File: config.mk
export PLATFORM = sky130hd
export DESIGN_NAME = char_class_tokenizer_top_flat
export DESIGN_NICKNAME = d
export VERILOG_FILES = /design/src/rtl/cct_pkg.sv /design/src/rtl/cct_channels.sv /design/src/rtl/cct_class_table.sv /design/src/rtl/cct_lexer.sv /design/src/rtl/cct_result_queue.sv /design/src/rtl/char_class_tokenizer_top.sv /design/src/flat_wrapper.sv
export SDC_FILE = /design/constraint.sdc
export NUM_CORES = 2
export LEC_CHECK = 0
export BUFFER_PORTS_ARGS = -buffer_cell sky130_fd_sc_hd__buf_4
export CORE_MARGIN = 3
export CORE_UTILIZATION = 35
export DETAILED_ROUTE_END_ITERATION = 10
export HOLD_SLACK_MARGIN = 0.05
export PLACE_DENSITY = 0.61
export SETUP_SLACK_MARGIN = 0.3
export SYNTH_ARGS = -nofsm -noshare
export SYNTH_HDL_FRONTEND = slang
export SYNTH_HIERARCHICAL = 1
export SYNTH_SLANG_ARGS = --single-unit
File: constraint.sdc
create_clock -name clk -period 11.5 [get_ports clk]
set_clock_uncertainty 0.05 [all_clocks]
set_input_delay 0.575 -clock clk [delete_from_list [all_inputs] [get_ports clk]]
set_output_delay 0.575 -clock clk [all_outputs]
set_load 0.05 [all_outputs]
File: src/rtl/cct_pkg.sv
`timescale 1ns / 1ps

package cct_pkg;

    // Fixed sizes of the block.
    localparam int CLASS_ENTRIES      = 256;
    localparam int MAX_BUFFER_DEFAULT = 65536;
    localparam int QUEUE_DEPTH        = 4;

    // Field widths of the result item.
    localparam int KIND_W  = 2;
    localparam int CHAR_W  = 8;
    localparam int START_W = 16;
    localparam int LEN_W   = 17;

    // Input commands.
    localparam logic [1:0] CMD_DATA  = 2'd0;
    localparam logic [1:0] CMD_END   = 2'd1;
    localparam logic [1:0] CMD_WRITE = 2'd2;

    // Token kinds.
    localparam logic [KIND_W-1:0] KIND_WORD   = 2'd0;
    localparam logic [KIND_W-1:0] KIND_STRING = 2'd1;
    localparam logic [KIND_W-1:0] KIND_CHAR   = 2'd2;

    // Bit positions within a class entry.
    localparam int CLS_WORD  = 0;
    localparam int CLS_SPACE = 1;
    localparam int CLS_QUOTE = 2;

    localparam logic [7:0] BACKSLASH = 8'h5C;

    typedef struct packed {
        logic [KIND_W-1:0]  kind;
        logic [CHAR_W-1:0]  ch;
        logic [START_W-1:0] start;
        logic [LEN_W-1:0]   length;
        logic               last;
    } token_t;

    // Up to two tokens handed from the lexer to the result queue in one cycle.
    typedef struct packed {
        logic [1:0] count;
        token_t     first;
        token_t     second;
    } token_push_t;

    typedef struct packed {
        logic [$clog2(QUEUE_DEPTH+1)-1:0] fill;
        logic                             room;
    } queue_status_t;

    // Class of a byte before any table write: letters, digits and underscore
    // are word characters, control bytes up to the blank are space, and the
    // two quote marks open strings.
    function automatic logic [2:0] default_class(input logic [7:0] b);
        logic [2:0] c;
        c = 3'd0;
        if ((b >= 8'h61 && b <= 8'h7A) || (b >= 8'h41 && b <= 8'h5A) ||
            (b >= 8'h30 && b <= 8'h39) || b == 8'h5F)
        begin
            c[CLS_WORD] = 1'b1;
        end
        if (b >= 8'h01 && b <= 8'h20)
        begin
            c[CLS_SPACE] = 1'b1;
        end
        if (b == 8'h27 || b == 8'h22)
        begin
            c[CLS_QUOTE] = 1'b1;
        end
        return c;
    endfunction

endpackage

File: src/rtl/cct_channels.sv
`timescale 1ns / 1ps

// Byte stream channel: one item is a command with its byte and class bits.
interface cct_stream_if;
    logic       valid;
    logic       ready;
    logic [1:0] command;
    logic [7:0] data_byte;
    logic [2:0] class_bits;

    modport source (output valid, output command, output data_byte, output class_bits,
                    input ready);
    modport sink   (input valid, input command, input data_byte, input class_bits,
                    output ready);
endinterface

// Token channel: one item is one token.
interface cct_token_if;
    logic        valid;
    logic        ready;
    logic [1:0]  token_kind;
    logic [7:0]  token_char;
    logic [15:0] token_start;
    logic [16:0] token_length;
    logic        last_result;

    modport source (output valid, output token_kind, output token_char,
                    output token_start, output token_length, output last_result,
                    input ready);
    modport sink   (input valid, input token_kind, input token_char,
                    input token_start, input token_length, input last_result,
                    output ready);
endinterface

File: src/rtl/cct_class_table.sv
`timescale 1ns / 1ps

module cct_class_table (
    input  logic       clk,
    input  logic       rst_n,
    input  logic       rd_en,
    input  logic       wr_en,
    input  logic [7:0] addr,
    input  logic [2:0] wr_class,
    output logic [2:0] rd_class
);
    import cct_pkg::*;

    logic [2:0]               mem [CLASS_ENTRIES];
    logic [CLASS_ENTRIES-1:0] written_reg;
    logic [2:0]               rd_data_reg;
    logic                     rd_written_reg;
    logic [7:0]               rd_addr_reg;

    // Table storage, no reset: entries not yet written read as the default.
    always_ff @(posedge clk)
    begin
        if (wr_en)
        begin
            mem[addr] <= wr_class;
        end
    end

    // One flag per entry marks it as written since reset.
    always_ff @(posedge clk or negedge rst_n)
    begin
        if (!rst_n)
        begin
            written_reg <= '0;
        end
        else if (wr_en)
        begin
            written_reg[addr] <= 1'b1;
        end
    end

    // Registered read, taken when the item is accepted.
    always_ff @(posedge clk)
    begin
        if (rd_en)
        begin
            rd_data_reg    <= mem[addr];
            rd_written_reg <= written_reg[addr];
            rd_addr_reg    <= addr;
        end
    end

    assign rd_class = rd_written_reg ? rd_data_reg : default_class(rd_addr_reg);

endmodule

File: src/rtl/cct_lexer.sv
`timescale 1ns / 1ps

module cct_lexer #(
    parameter int MAX_BUFFER = cct_pkg::MAX_BUFFER_DEFAULT
) (
    input  logic                 clk,
    input  logic                 rst_n,
    input  logic                 accept,
    input  logic [1:0]           command,
    input  logic [7:0]           data_byte,
    input  logic [2:0]           cls,
    input  logic                 room,
    output logic                 ready,
    output cct_pkg::token_push_t push
);
    import cct_pkg::*;

    localparam int POS_W  = $clog2(MAX_BUFFER + 1);
    localparam int BEG_W  = $clog2(MAX_BUFFER);
    localparam int WIDE_W = (POS_W > LEN_W) ? POS_W : LEN_W;

    logic             stage_valid_reg;
    logic [1:0]       stage_cmd_reg;
    logic [7:0]       stage_byte_reg;

    logic             in_word_reg, in_word_next;
    logic             in_space_reg, in_space_next;
    logic [7:0]       open_quote_reg, open_quote_next;
    logic             in_escape_reg, in_escape_next;
    logic [BEG_W-1:0] begin_reg, begin_next;
    logic [POS_W-1:0] pos_reg, pos_next;

    logic             advance;
    token_push_t      push_comb;

    // Builds a token, fitting offset and length to the port widths.
    function automatic token_t make_token(input logic [KIND_W-1:0] kind,
                                          input logic [CHAR_W-1:0] ch,
                                          input logic [BEG_W-1:0]  start,
                                          input logic [POS_W-1:0]  length);
        token_t           t;
        logic [WIDE_W-1:0] s_wide;
        logic [WIDE_W-1:0] l_wide;
        s_wide   = WIDE_W'(start);
        l_wide   = WIDE_W'(length);
        t.kind   = kind;
        t.ch     = ch;
        t.start  = s_wide[START_W-1:0];
        t.length = l_wide[LEN_W-1:0];
        t.last   = 1'b0;
        return t;
    endfunction

    assign advance = stage_valid_reg && room;
    assign ready   = !stage_valid_reg || room;

    // Input stage: holds the item while its class entry is read.
    always_ff @(posedge clk or negedge rst_n)
    begin
        if (!rst_n)
        begin
            stage_valid_reg <= 1'b0;
        end
        else if (accept)
        begin
            stage_valid_reg <= 1'b1;
        end
        else if (advance)
        begin
            stage_valid_reg <= 1'b0;
        end
    end

    always_ff @(posedge clk)
    begin
        if (accept)
        begin
            stage_cmd_reg  <= command;
            stage_byte_reg <= data_byte;
        end
    end

    // Run state update and token generation for the staged item.
    always_comb
    begin
        logic [BEG_W-1:0] p;
        logic [1:0]       cnt;
        token_t           t0;
        token_t           t1;
        logic             w;

        p = (pos_reg < POS_W'(MAX_BUFFER)) ? pos_reg[BEG_W-1:0] : BEG_W'(MAX_BUFFER - 1);
        cnt = 2'd0;
        t0  = '0;
        t1  = '0;
        w   = in_word_reg;

        in_word_next    = in_word_reg;
        in_space_next   = in_space_reg;
        open_quote_next = open_quote_reg;
        in_escape_next  = in_escape_reg;
        begin_next      = begin_reg;
        pos_next        = pos_reg;

        if (stage_cmd_reg == CMD_END)
        begin
            // End of buffer: flush a pending word, restart the offsets.
            if (in_word_reg)
            begin
                t0  = make_token(KIND_WORD, '0, begin_reg, pos_reg - POS_W'(begin_reg));
                cnt = 2'd1;
            end
            in_word_next    = 1'b0;
            in_space_next   = 1'b0;
            open_quote_next = 8'd0;
            in_escape_next  = 1'b0;
            pos_next        = '0;
        end
        else if (stage_cmd_reg == CMD_DATA)
        begin
            if (stage_byte_reg == 8'd0)
            begin
                // A zero byte ends the data: flush the word, clear all runs.
                if (in_word_reg)
                begin
                    t0  = make_token(KIND_WORD, '0, begin_reg, POS_W'(p - begin_reg));
                    cnt = 2'd1;
                end
                in_word_next    = 1'b0;
                in_space_next   = 1'b0;
                open_quote_next = 8'd0;
                in_escape_next  = 1'b0;
            end
            else if (in_escape_reg)
            begin
                in_escape_next = 1'b0;
            end
            else if (open_quote_reg != 8'd0 && stage_byte_reg == BACKSLASH)
            begin
                in_escape_next = 1'b1;
            end
            else if (open_quote_reg != 8'd0 && stage_byte_reg == open_quote_reg)
            begin
                // Closing quote: the string includes both quote marks.
                t0  = make_token(KIND_STRING, '0, begin_reg,
                                 POS_W'(p - begin_reg) + POS_W'(1));
                cnt = 2'd1;
                open_quote_next = 8'd0;
            end
            else
            begin
                if (in_word_reg && !cls[CLS_WORD])
                begin
                    t0  = make_token(KIND_WORD, '0, begin_reg, POS_W'(p - begin_reg));
                    cnt = 2'd1;
                    w   = 1'b0;
                end
                in_word_next = w;
                if (in_space_reg && !cls[CLS_SPACE])
                begin
                    in_space_next = 1'b0;
                end
                if (!w && !in_space_next && open_quote_reg == 8'd0)
                begin
                    if (cls[CLS_WORD])
                    begin
                        in_word_next = 1'b1;
                        begin_next   = p;
                    end
                    else if (cls[CLS_SPACE])
                    begin
                        in_space_next = 1'b1;
                    end
                    else if (cls[CLS_QUOTE])
                    begin
                        open_quote_next = stage_byte_reg;
                        begin_next      = p;
                    end
                    else if (cnt == 2'd0)
                    begin
                        t0  = make_token(KIND_CHAR, stage_byte_reg, p, POS_W'(1));
                        cnt = 2'd1;
                    end
                    else
                    begin
                        t1  = make_token(KIND_CHAR, stage_byte_reg, p, POS_W'(1));
                        cnt = 2'd2;
                    end
                end
            end
            if (pos_reg < POS_W'(MAX_BUFFER))
            begin
                pos_next = pos_reg + POS_W'(1);
            end
        end

        t0.last = (cnt == 2'd1);
        t1.last = 1'b1;

        push_comb.count  = advance ? cnt : 2'd0;
        push_comb.first  = t0;
        push_comb.second = t1;
    end

    assign push = push_comb;

    // Run state registers, updated as the staged item moves on.
    always_ff @(posedge clk or negedge rst_n)
    begin
        if (!rst_n)
        begin
            in_word_reg    <= 1'b0;
            in_space_reg   <= 1'b0;
            open_quote_reg <= 8'd0;
            in_escape_reg  <= 1'b0;
            begin_reg      <= '0;
            pos_reg        <= '0;
        end
        else if (advance)
        begin
            in_word_reg    <= in_word_next;
            in_space_reg   <= in_space_next;
            open_quote_reg <= open_quote_next;
            in_escape_reg  <= in_escape_next;
            begin_reg      <= begin_next;
            pos_reg        <= pos_next;
        end
    end

endmodule

File: src/rtl/cct_result_queue.sv
`timescale 1ns / 1ps

module cct_result_queue (
    input  logic                   clk,
    input  logic                   rst_n,
    input  cct_pkg::token_push_t   push,
    input  logic                   pop,
    output logic                   out_valid,
    output cct_pkg::token_t        head,
    output cct_pkg::queue_status_t status
);
    import cct_pkg::*;

    localparam int PTR_W  = $clog2(QUEUE_DEPTH);
    localparam int FILL_W = $clog2(QUEUE_DEPTH + 1);

    token_t            entry_reg [QUEUE_DEPTH];
    logic [PTR_W-1:0]  wr_ptr_reg;
    logic [PTR_W-1:0]  rd_ptr_reg;
    logic [FILL_W-1:0] fill_reg;
    logic [PTR_W-1:0]  wr_ptr_plus1;

    assign wr_ptr_plus1 = wr_ptr_reg + PTR_W'(1);

    // Token storage: up to two tokens are written per cycle.
    always_ff @(posedge clk)
    begin
        if (push.count != 2'd0)
        begin
            entry_reg[wr_ptr_reg] <= push.first;
        end
        if (push.count == 2'd2)
        begin
            entry_reg[wr_ptr_plus1] <= push.second;
        end
    end

    // Pointers and fill level.
    always_ff @(posedge clk or negedge rst_n)
    begin
        if (!rst_n)
        begin
            wr_ptr_reg <= '0;
            rd_ptr_reg <= '0;
            fill_reg   <= '0;
        end
        else
        begin
            wr_ptr_reg <= wr_ptr_reg + PTR_W'(push.count);
            if (pop)
            begin
                rd_ptr_reg <= rd_ptr_reg + PTR_W'(1);
            end
            fill_reg <= fill_reg + FILL_W'(push.count) - FILL_W'(pop);
        end
    end

    assign out_valid   = (fill_reg != '0);
    assign head        = entry_reg[rd_ptr_reg];
    assign status.fill = fill_reg;
    assign status.room = (fill_reg <= FILL_W'(QUEUE_DEPTH - 2));

endmodule

File: src/rtl/char_class_tokenizer_top.sv
`timescale 1ns / 1ps

// Character class tokenizer. Items: a data byte, an end of buffer mark, or a write into
// the 256-entry class table. It returns word, quoted string and single character tokens
// with their start offset and length on the tokens channel, up to two per item, the last
// one flagged by last_result. An item waits in the input stage while its class entry is
// read from the table's registered port, then pushes its tokens into the result queue;
// the sustained rate is one item per clock while items yield at most one token each and
// the receiver keeps up. The result queue holds four tokens and drains one per clock while
// the receiver is ready, so items that yield two tokens in a row slow the input to the
// pace of the output. The class table comes out of reset with its default classes at once:
// a written flag per entry selects between the stored class and the default.
module char_class_tokenizer_top #(
    parameter int MAX_BUFFER = cct_pkg::MAX_BUFFER_DEFAULT
) (
    input  logic        clk,
    input  logic        rst_n,
    cct_stream_if.sink  stream,
    cct_token_if.source tokens
);
    import cct_pkg::*;

    logic          accept;
    logic [2:0]    cls;
    logic          lexer_ready;
    token_push_t   push;
    token_t        head;
    queue_status_t status;
    logic          out_valid;
    logic          pop;

    assign accept       = stream.valid && stream.ready;
    assign stream.ready = lexer_ready;

    cct_class_table u_class_table (
        .clk      (clk),
        .rst_n    (rst_n),
        .rd_en    (accept),
        .wr_en    (accept && stream.command == CMD_WRITE),
        .addr     (stream.data_byte),
        .wr_class (stream.class_bits),
        .rd_class (cls)
    );

    cct_lexer #(
        .MAX_BUFFER (MAX_BUFFER)
    ) u_lexer (
        .clk       (clk),
        .rst_n     (rst_n),
        .accept    (accept),
        .command   (stream.command),
        .data_byte (stream.data_byte),
        .cls       (cls),
        .room      (status.room),
        .ready     (lexer_ready),
        .push      (push)
    );

    cct_result_queue u_result_queue (
        .clk       (clk),
        .rst_n     (rst_n),
        .push      (push),
        .pop       (pop),
        .out_valid (out_valid),
        .head      (head),
        .status    (status)
    );

    // Result channel.
    assign pop                 = out_valid && tokens.ready;
    assign tokens.valid        = out_valid;
    assign tokens.token_kind   = head.kind;
    assign tokens.token_char   = head.ch;
    assign tokens.token_start  = head.start;
    assign tokens.token_length = head.length;
    assign tokens.last_result  = head.last;

    // The queue is never written beyond its depth.
    assert property (@(posedge clk) disable iff (!rst_n)
        push.count != 2'd0 |->
            (4'(status.fill) + 4'(push.count)) <= 4'(QUEUE_DEPTH))
    else $error("result queue overflow");

    // A single character token is one nonzero byte long; other tokens carry no byte.
    assert property (@(posedge clk) disable iff (!rst_n)
        tokens.valid |->
            (tokens.token_kind == KIND_CHAR) ?
                (tokens.token_length == 17'd1 && tokens.token_char != 8'd0) :
                (tokens.token_char == 8'd0))
    else $error("malformed token");

    // The second token of an item is ready right after the first one is taken.
    assert property (@(posedge clk) disable iff (!rst_n)
        (tokens.valid && tokens.ready && !tokens.last_result) |=> tokens.valid)
    else $error("second token of an item missing");

endmodule

File: src/flat_wrapper.sv
// flat-port wrapper written by rule: the top's interface ports become plain ports
module char_class_tokenizer_top_flat import cct_pkg::*;
#(
    parameter int MAX_BUFFER = cct_pkg::MAX_BUFFER_DEFAULT
)
  (clk, rst_n, stream_valid, stream_command, stream_data_byte, stream_class_bits, stream_ready, tokens_valid, tokens_token_kind, tokens_token_char, tokens_token_start, tokens_token_length, tokens_last_result, tokens_ready);
  cct_stream_if stream_i ();
  cct_token_if tokens_i ();
  input  logic clk;
  input  logic rst_n;
  input wire logic [$bits(stream_i.valid)-1:0] stream_valid;
  input wire logic [$bits(stream_i.command)-1:0] stream_command;
  input wire logic [$bits(stream_i.data_byte)-1:0] stream_data_byte;
  input wire logic [$bits(stream_i.class_bits)-1:0] stream_class_bits;
  output wire logic [$bits(stream_i.ready)-1:0] stream_ready;
  output wire logic [$bits(tokens_i.valid)-1:0] tokens_valid;
  output wire logic [$bits(tokens_i.token_kind)-1:0] tokens_token_kind;
  output wire logic [$bits(tokens_i.token_char)-1:0] tokens_token_char;
  output wire logic [$bits(tokens_i.token_start)-1:0] tokens_token_start;
  output wire logic [$bits(tokens_i.token_length)-1:0] tokens_token_length;
  output wire logic [$bits(tokens_i.last_result)-1:0] tokens_last_result;
  input wire logic [$bits(tokens_i.ready)-1:0] tokens_ready;
  assign stream_i.valid = stream_valid;
  assign stream_i.command = stream_command;
  assign stream_i.data_byte = stream_data_byte;
  assign stream_i.class_bits = stream_class_bits;
  assign stream_ready = stream_i.ready;
  assign tokens_valid = tokens_i.valid;
  assign tokens_token_kind = tokens_i.token_kind;
  assign tokens_token_char = tokens_i.token_char;
  assign tokens_token_start = tokens_i.token_start;
  assign tokens_token_length = tokens_i.token_length;
  assign tokens_last_result = tokens_i.last_result;
  assign tokens_i.ready = tokens_ready;
  char_class_tokenizer_top #(.MAX_BUFFER(MAX_BUFFER)) u_core (.clk(clk), .rst_n(rst_n), .stream(stream_i), .tokens(tokens_i));
endmodule
# Yosys cells after proc, flatten, opt, wreduce, memory -nomap -nowiden
# Memory sizes are Yosys's and may differ from the RTL's. A register that Yosys moved wholly into a read port is not among the register bits.
# Index checks and enable logic that the tools add are counted.
# word_totals
regBits	319
mem_bits_rw	944
in_bits	17
out_inout_bits	46
wordCells	215
memories	2
# classes
addsub	9
n_lt_le_gt_ge	12
n_eq_ne	15
n_mux	114
n_bitwise	6
reduce_logical	43
# memory_table
name	words	word_bits	rd	rd_ports_with_merged_regs	write_ports	line	text
u_core.u_class_table.mem	256	3	1	1	1	cct_class_table.sv:14	logic [2:0] mem [CLASS_ENTRIES];
u_core.u_result_queue.entry_reg	4	44	1	0	2	cct_result_queue.sv:17	token_t entry_reg [QUEUE_DEPTH];
# op_table
cell	count
$mux W44	22
$or A256 B256 Y256	1
$mux W34	3
$mux W8	10
$mux W16	4
$mux W1	51
$mux W17	3
$mux W2	18
$add A17 B1 Y17 const B	2
$lt A17 B17 Y1 const B	1
$sub A16 B16 Y17	1
$sub A17 B16 Y17	1
$eq A8 B6 Y1 const B	2
$eq A8 B7 Y1 const B	2
$ge A8 B1 Y1 const B	2
$ge A8 B7 Y1 const B	2
$le A8 B6 Y1 const B	2
$le A8 B7 Y1 const B	2
$logic_not A8 Y1	2
$logic_and A1 B1 Y1	15
$reduce_and A10 Y1	1
$reduce_bool A2 Y1	5
$lt A8 B9 Y1 const B	1
$bmux W1 S8	1
other kinds (26)	45

# Depth between registers and ports, before layout
# logic_depth
word_depth	32
ltp_mapped	17
mapped_depth_nobuf	17

# Cells and area by module
# Netlist, hierarchy kept.
# modules_own_cells
mod	n_inst	cells_each	area_each_um2
cct_class_table	1	2242	40716.6
cct_result_queue	1	464	8927.3
cct_lexer	1	722	5550.3
char_class_tokenizer_top	1	3	22.5

# Worst setup path after synthesis
# Ideal clock, no wire load.
# synth_timing
path_type	register to register
startpoint	reg u_core.u_class_table.rd_addr_reg[4]
endpoint	mem u_core/u_result_queue/entry_reg[0][0] (netlist bit), enable pin
setup_ps	506
arrival_time_ps	6095
required_ps	10944
slack_ps	4848
path_stages_with_launch	15
cell_sequence	edfxtp_1 -> or4_1 -> nor2_1 -> nor3_1 -> o21ai_0 -> o21ai_0 -> nand2b_1 -> ha_1 -> a311oi_1 -> o21ai_0 -> a21oi_1 -> nor2_1 -> nor2_1 -> o21bai_1 -> o21ai_0
# synth_lines
element	line	text
start: declaration	cct_class_table.sv:18	logic [7:0] rd_addr_reg;
start signal: assignment	cct_class_table.sv:49	rd_addr_reg <= addr;
end: declaration	cct_result_queue.sv:17	

==> impl_results.md <==
- VDD IR max: 153 uV
- Cell depth of the worst flop-to-flop path: 15
- DP HPWL: 82.0 mm
- Synth Instances: 3431
- Gr usage total: 16.5%
- Clock Power Share: 38.7%
- Avg Inst Size Synth: 16.1 um2
- CTS buffer count: 134
- Mux share of post-synthesis cell area: 16.1%
- Vias: 30700
- Critical path depth: 15
- Max-cap violations: 0
- GPL Wtd Cong: 0.820
- IO Count: 63
- Hold WC Path Type: input pin to register
- CTS tree: built
- LEAKAGE: 0.0227 uW
- Count of input and output buffers: 62
- Slew margin rel.: 7.18%
- Via/cell ratio: 5.41
- Row count: 145
- Max Used Layer: met5
- Synth Area in Compound Gates: 4.65%
- Final instance area: 0.0623 mm2
- Status: complete, no violations
- Final Hold Viols: 0
- Cell family with most CP delay: compound AO/OA/AOI/OAI gates
- Max Clk Rate: 188 MHz
- Clock slew at reported path FFs: 60 ps
- Post-synthesis simple-gate area fraction: 8.47%
- Drt first pass iters: 5
- Initial DRC count: 2878
- Ys Warns: 6
- Die Y: 403 um
- Pwr dens: 181 mW/mm2
- Avg WL per Cell: 23.7 um
- Xor and xnor area share after synthesis: 0.872%
- CP max-delay cell: o41ai_1
- Top FF cell, synth: edfxtp_1
- Crit start category: register
- # setup viols final: 0
- Clock root buffer: clkbuf_16
- Min Tclk post-route: 5310 ps
- Adder-cell share of the synthesized area: 1.04%
- Cell Int Power: 8240 uW
- Post-synthesis cell area: 0.0552 mm2
- Met2 WL: 62.3 mm
- Fill count: 14200
- Crit path capture: u_core/u_result_queue/entry_reg[2][17]$_DFFE_PP_
- Clock latency on the worst-skew pair: 740 ps
- Crit end category: register
- Crit share post-route: 46.2%
- Initial core utilization: 35.3%
- Residual DRC count: 0
- Initial antenna violation count: 10
- Worst Setup Path Type: register to register
- Unrepaired setup endpoints after global routing: no
- RR Endpoint: u_core/u_result_queue/entry_reg[2][17]$_DFFE_PP_
- Most common cell after layout, fill and taps aside: edfxtp_1
- Largest family of logic cells by synthesized area: multiplexers
- Placement Cell Area: 0.0578 mm2
- Clk sinks: 1274
- Global-route wire length before repair: 203 mm
- CP max FO: 45
- Setup Fix Bufs, Post-CTS: 0
- CP arrival: 5650 ps
- EDFF count, synth: 966
- Sw Ratio: 27.1%
- Number of global-route vias before repair: 31000
- Actual slew at the worst max-slew pin: 1390 ps
- Clock buffer depth: 3
- Clock H-tree levels: 4
- Worst EP required: 11830 ps
- Grt total ovfl: 0
- Post-route ant nets: 0
- Sequential-to-total area share from yosys stat: 66.5%
- Sequential power share: 45.7%
- Yosys reg bits: 1274
- Worst path max stage delay: 710 ps
- Switching pwr: 3060 uW
- CP startpoint: u_core/u_class_table/rd_addr_reg[4]$_DFFE_PP_
- Max reg flops: 768
- Most used cell, CP: nor2_1
- Yosys cell types: 84
- Share of layout cells above drive strength 1: 30.2%
- Die area: 0.163 mm2
- Comb power frac: 15.6%
- Largest net degree at the start of global routing: 154
- Final Slew Violations: 0
- Wire length after detailed routing: 134 mm
- Reg2Reg Launch Point: u_core/u_class_table/rd_addr_reg[4]$_DFFE_PP_
- Buf+Inv Stages, Crit Path: 3
- DR WL met3: 9.94 mm
- Nets: 3559
- Area growth from synthesis to layout: 12.9%
- Asr flop ratio synth: 24.2%
- Crit path cell chain: or4_1 > nor2_1 > xor2_1 > o41ai_1 > inv_1 > a21oi_1 > a311oi_1 > o21ai_0 > a21oi_1 > nor2_1 > nor2_1 > and4bb_2 > buf_4 > o21bai_4 > buf_4
- Core region area: 0.156 mm2
- Setup TNS: 0 ps
- Most frequent cells in the layout: edfxtp_1 (966), nor2_1 (320), dfrtp_1 (306)
- Reg2Reg Setup Slack: 6190 ps
- Routed metal-1 wirelength: 59.5 mm
- Die width: 403 um
-- what timing repair did --
action / in CTS / in global routing
hold buffers: 4 / 0
gates resized for setup: 0 / 0
hold endpoints to repair: 87 / 0
-- how the worst min path moves through the flow --
stage	cells past startpoint	startpoint	end	slack, ps
floorplan	0	rst_n	u_core/u_class_table/written_reg[0]$_DFFE_PN0P_	230
global placement	1	u_core/u_class_table/written_reg[41]$_DFFE_PN0P_	u_core/u_class_table/written_reg[41]$_DFFE_PN0P_	390
detailed placement	1	u_core/u_class_table/written_reg[253]$_DFFE_PN0P_	u_core/u_class_table/written_reg[253]$_DFFE_PN0P_	400
CTS	1	stream_data_byte[7]	u_core/u_lexer/stage_byte_reg[7]$_DFFE_PP_	60
global route	1	stream_data_byte[7]	u_core/u_lexer/stage_byte_reg[7]$_DFFE_PP_	90
finish	1	stream_data_byte[7]	u_core/u_class_table/rd_addr_reg[7]$_DFFE_PP_	130
-- power by group through the flow --
stage	combinational, uW	sequential, uW	clock (uW)
detailed placement	1770	5250	0
floorplan	1250	5210	0
finish	1760	5160	4370
global route	1890	5170	4660
global placement	1760	5250	0
CTS	1780	5160	4470
-- layer usage --
layer	vias to the layer above	global-route usage (%)
met2	1040	25.3
met1	16100	23.4
met5	-	0
met4	8	4.31
met3	181	4.15
li1	13300	-
-- cell families after synthesis --
| family | count (synthesis) |
|---|---|
| AOI/OAI and AO/OA | 392 |
| adders and majority gates | 44 |
| other | 2 |
| DFF | 1274 |
| buffers and inverters | 264 |
| and+or+nand+nor | 915 |
| muxes | 485 |
| xor gates and xnor gates | 55 |
-- through the flow --
step	hold WS [ps]	worst slack (ps)	total power, uW	util (%)	instances
after floorplan	229	4850	6460	-	3447
after global placement	392	6210	7020	36.9	5416
after detailed placement	397	6090	7030	36.9	5416
after CTS	59.8	6110	11400	39.9	5669
after global routing	86.2	5790	11700	39.9	5670
final	133	6190	11300	39.9	5671
-- area by class of cell --
| class | count | area (um2) | share of cell area (%) |
|---|---|---|---|
| sequential | 1274 | 36700 | 58.9 |
| multi-input combinational | 1909 | 17300 | 27.8 |
| clock buffer | 186 | 3800 | 6.10 |
| tap | 2058 | 2570 | 4.13 |
| timing repair buffer | 122 | 985 | 1.58 |
| clock inverter | 63 | 699 | 1.12 |
| inverter | 57 | 214 | 0.343 |
| antenna | 2 | 5.00 | 0.00803 |
-- Yosys cell counts (41+ instances only) --
library cell	n	area share, %
a21oi_1	102	0.92
a22oi_1	130	1.8
buf_2	44	0.40
clkbuf_1	90	0.61
dfrtp_1	308	14
edfxtp_1	966	53
ha_1	41	0.93
inv_1	57	0.39
mux2_2	166	3.4
mux4_2	300	12
nand2_1	127	0.86
nor2_1	323	2.2
nor3_1	42	0.38
o21ai_0	69	0.63
or2_2	262	3.0
No activity file was read; power rests on OpenSTA's default activity.
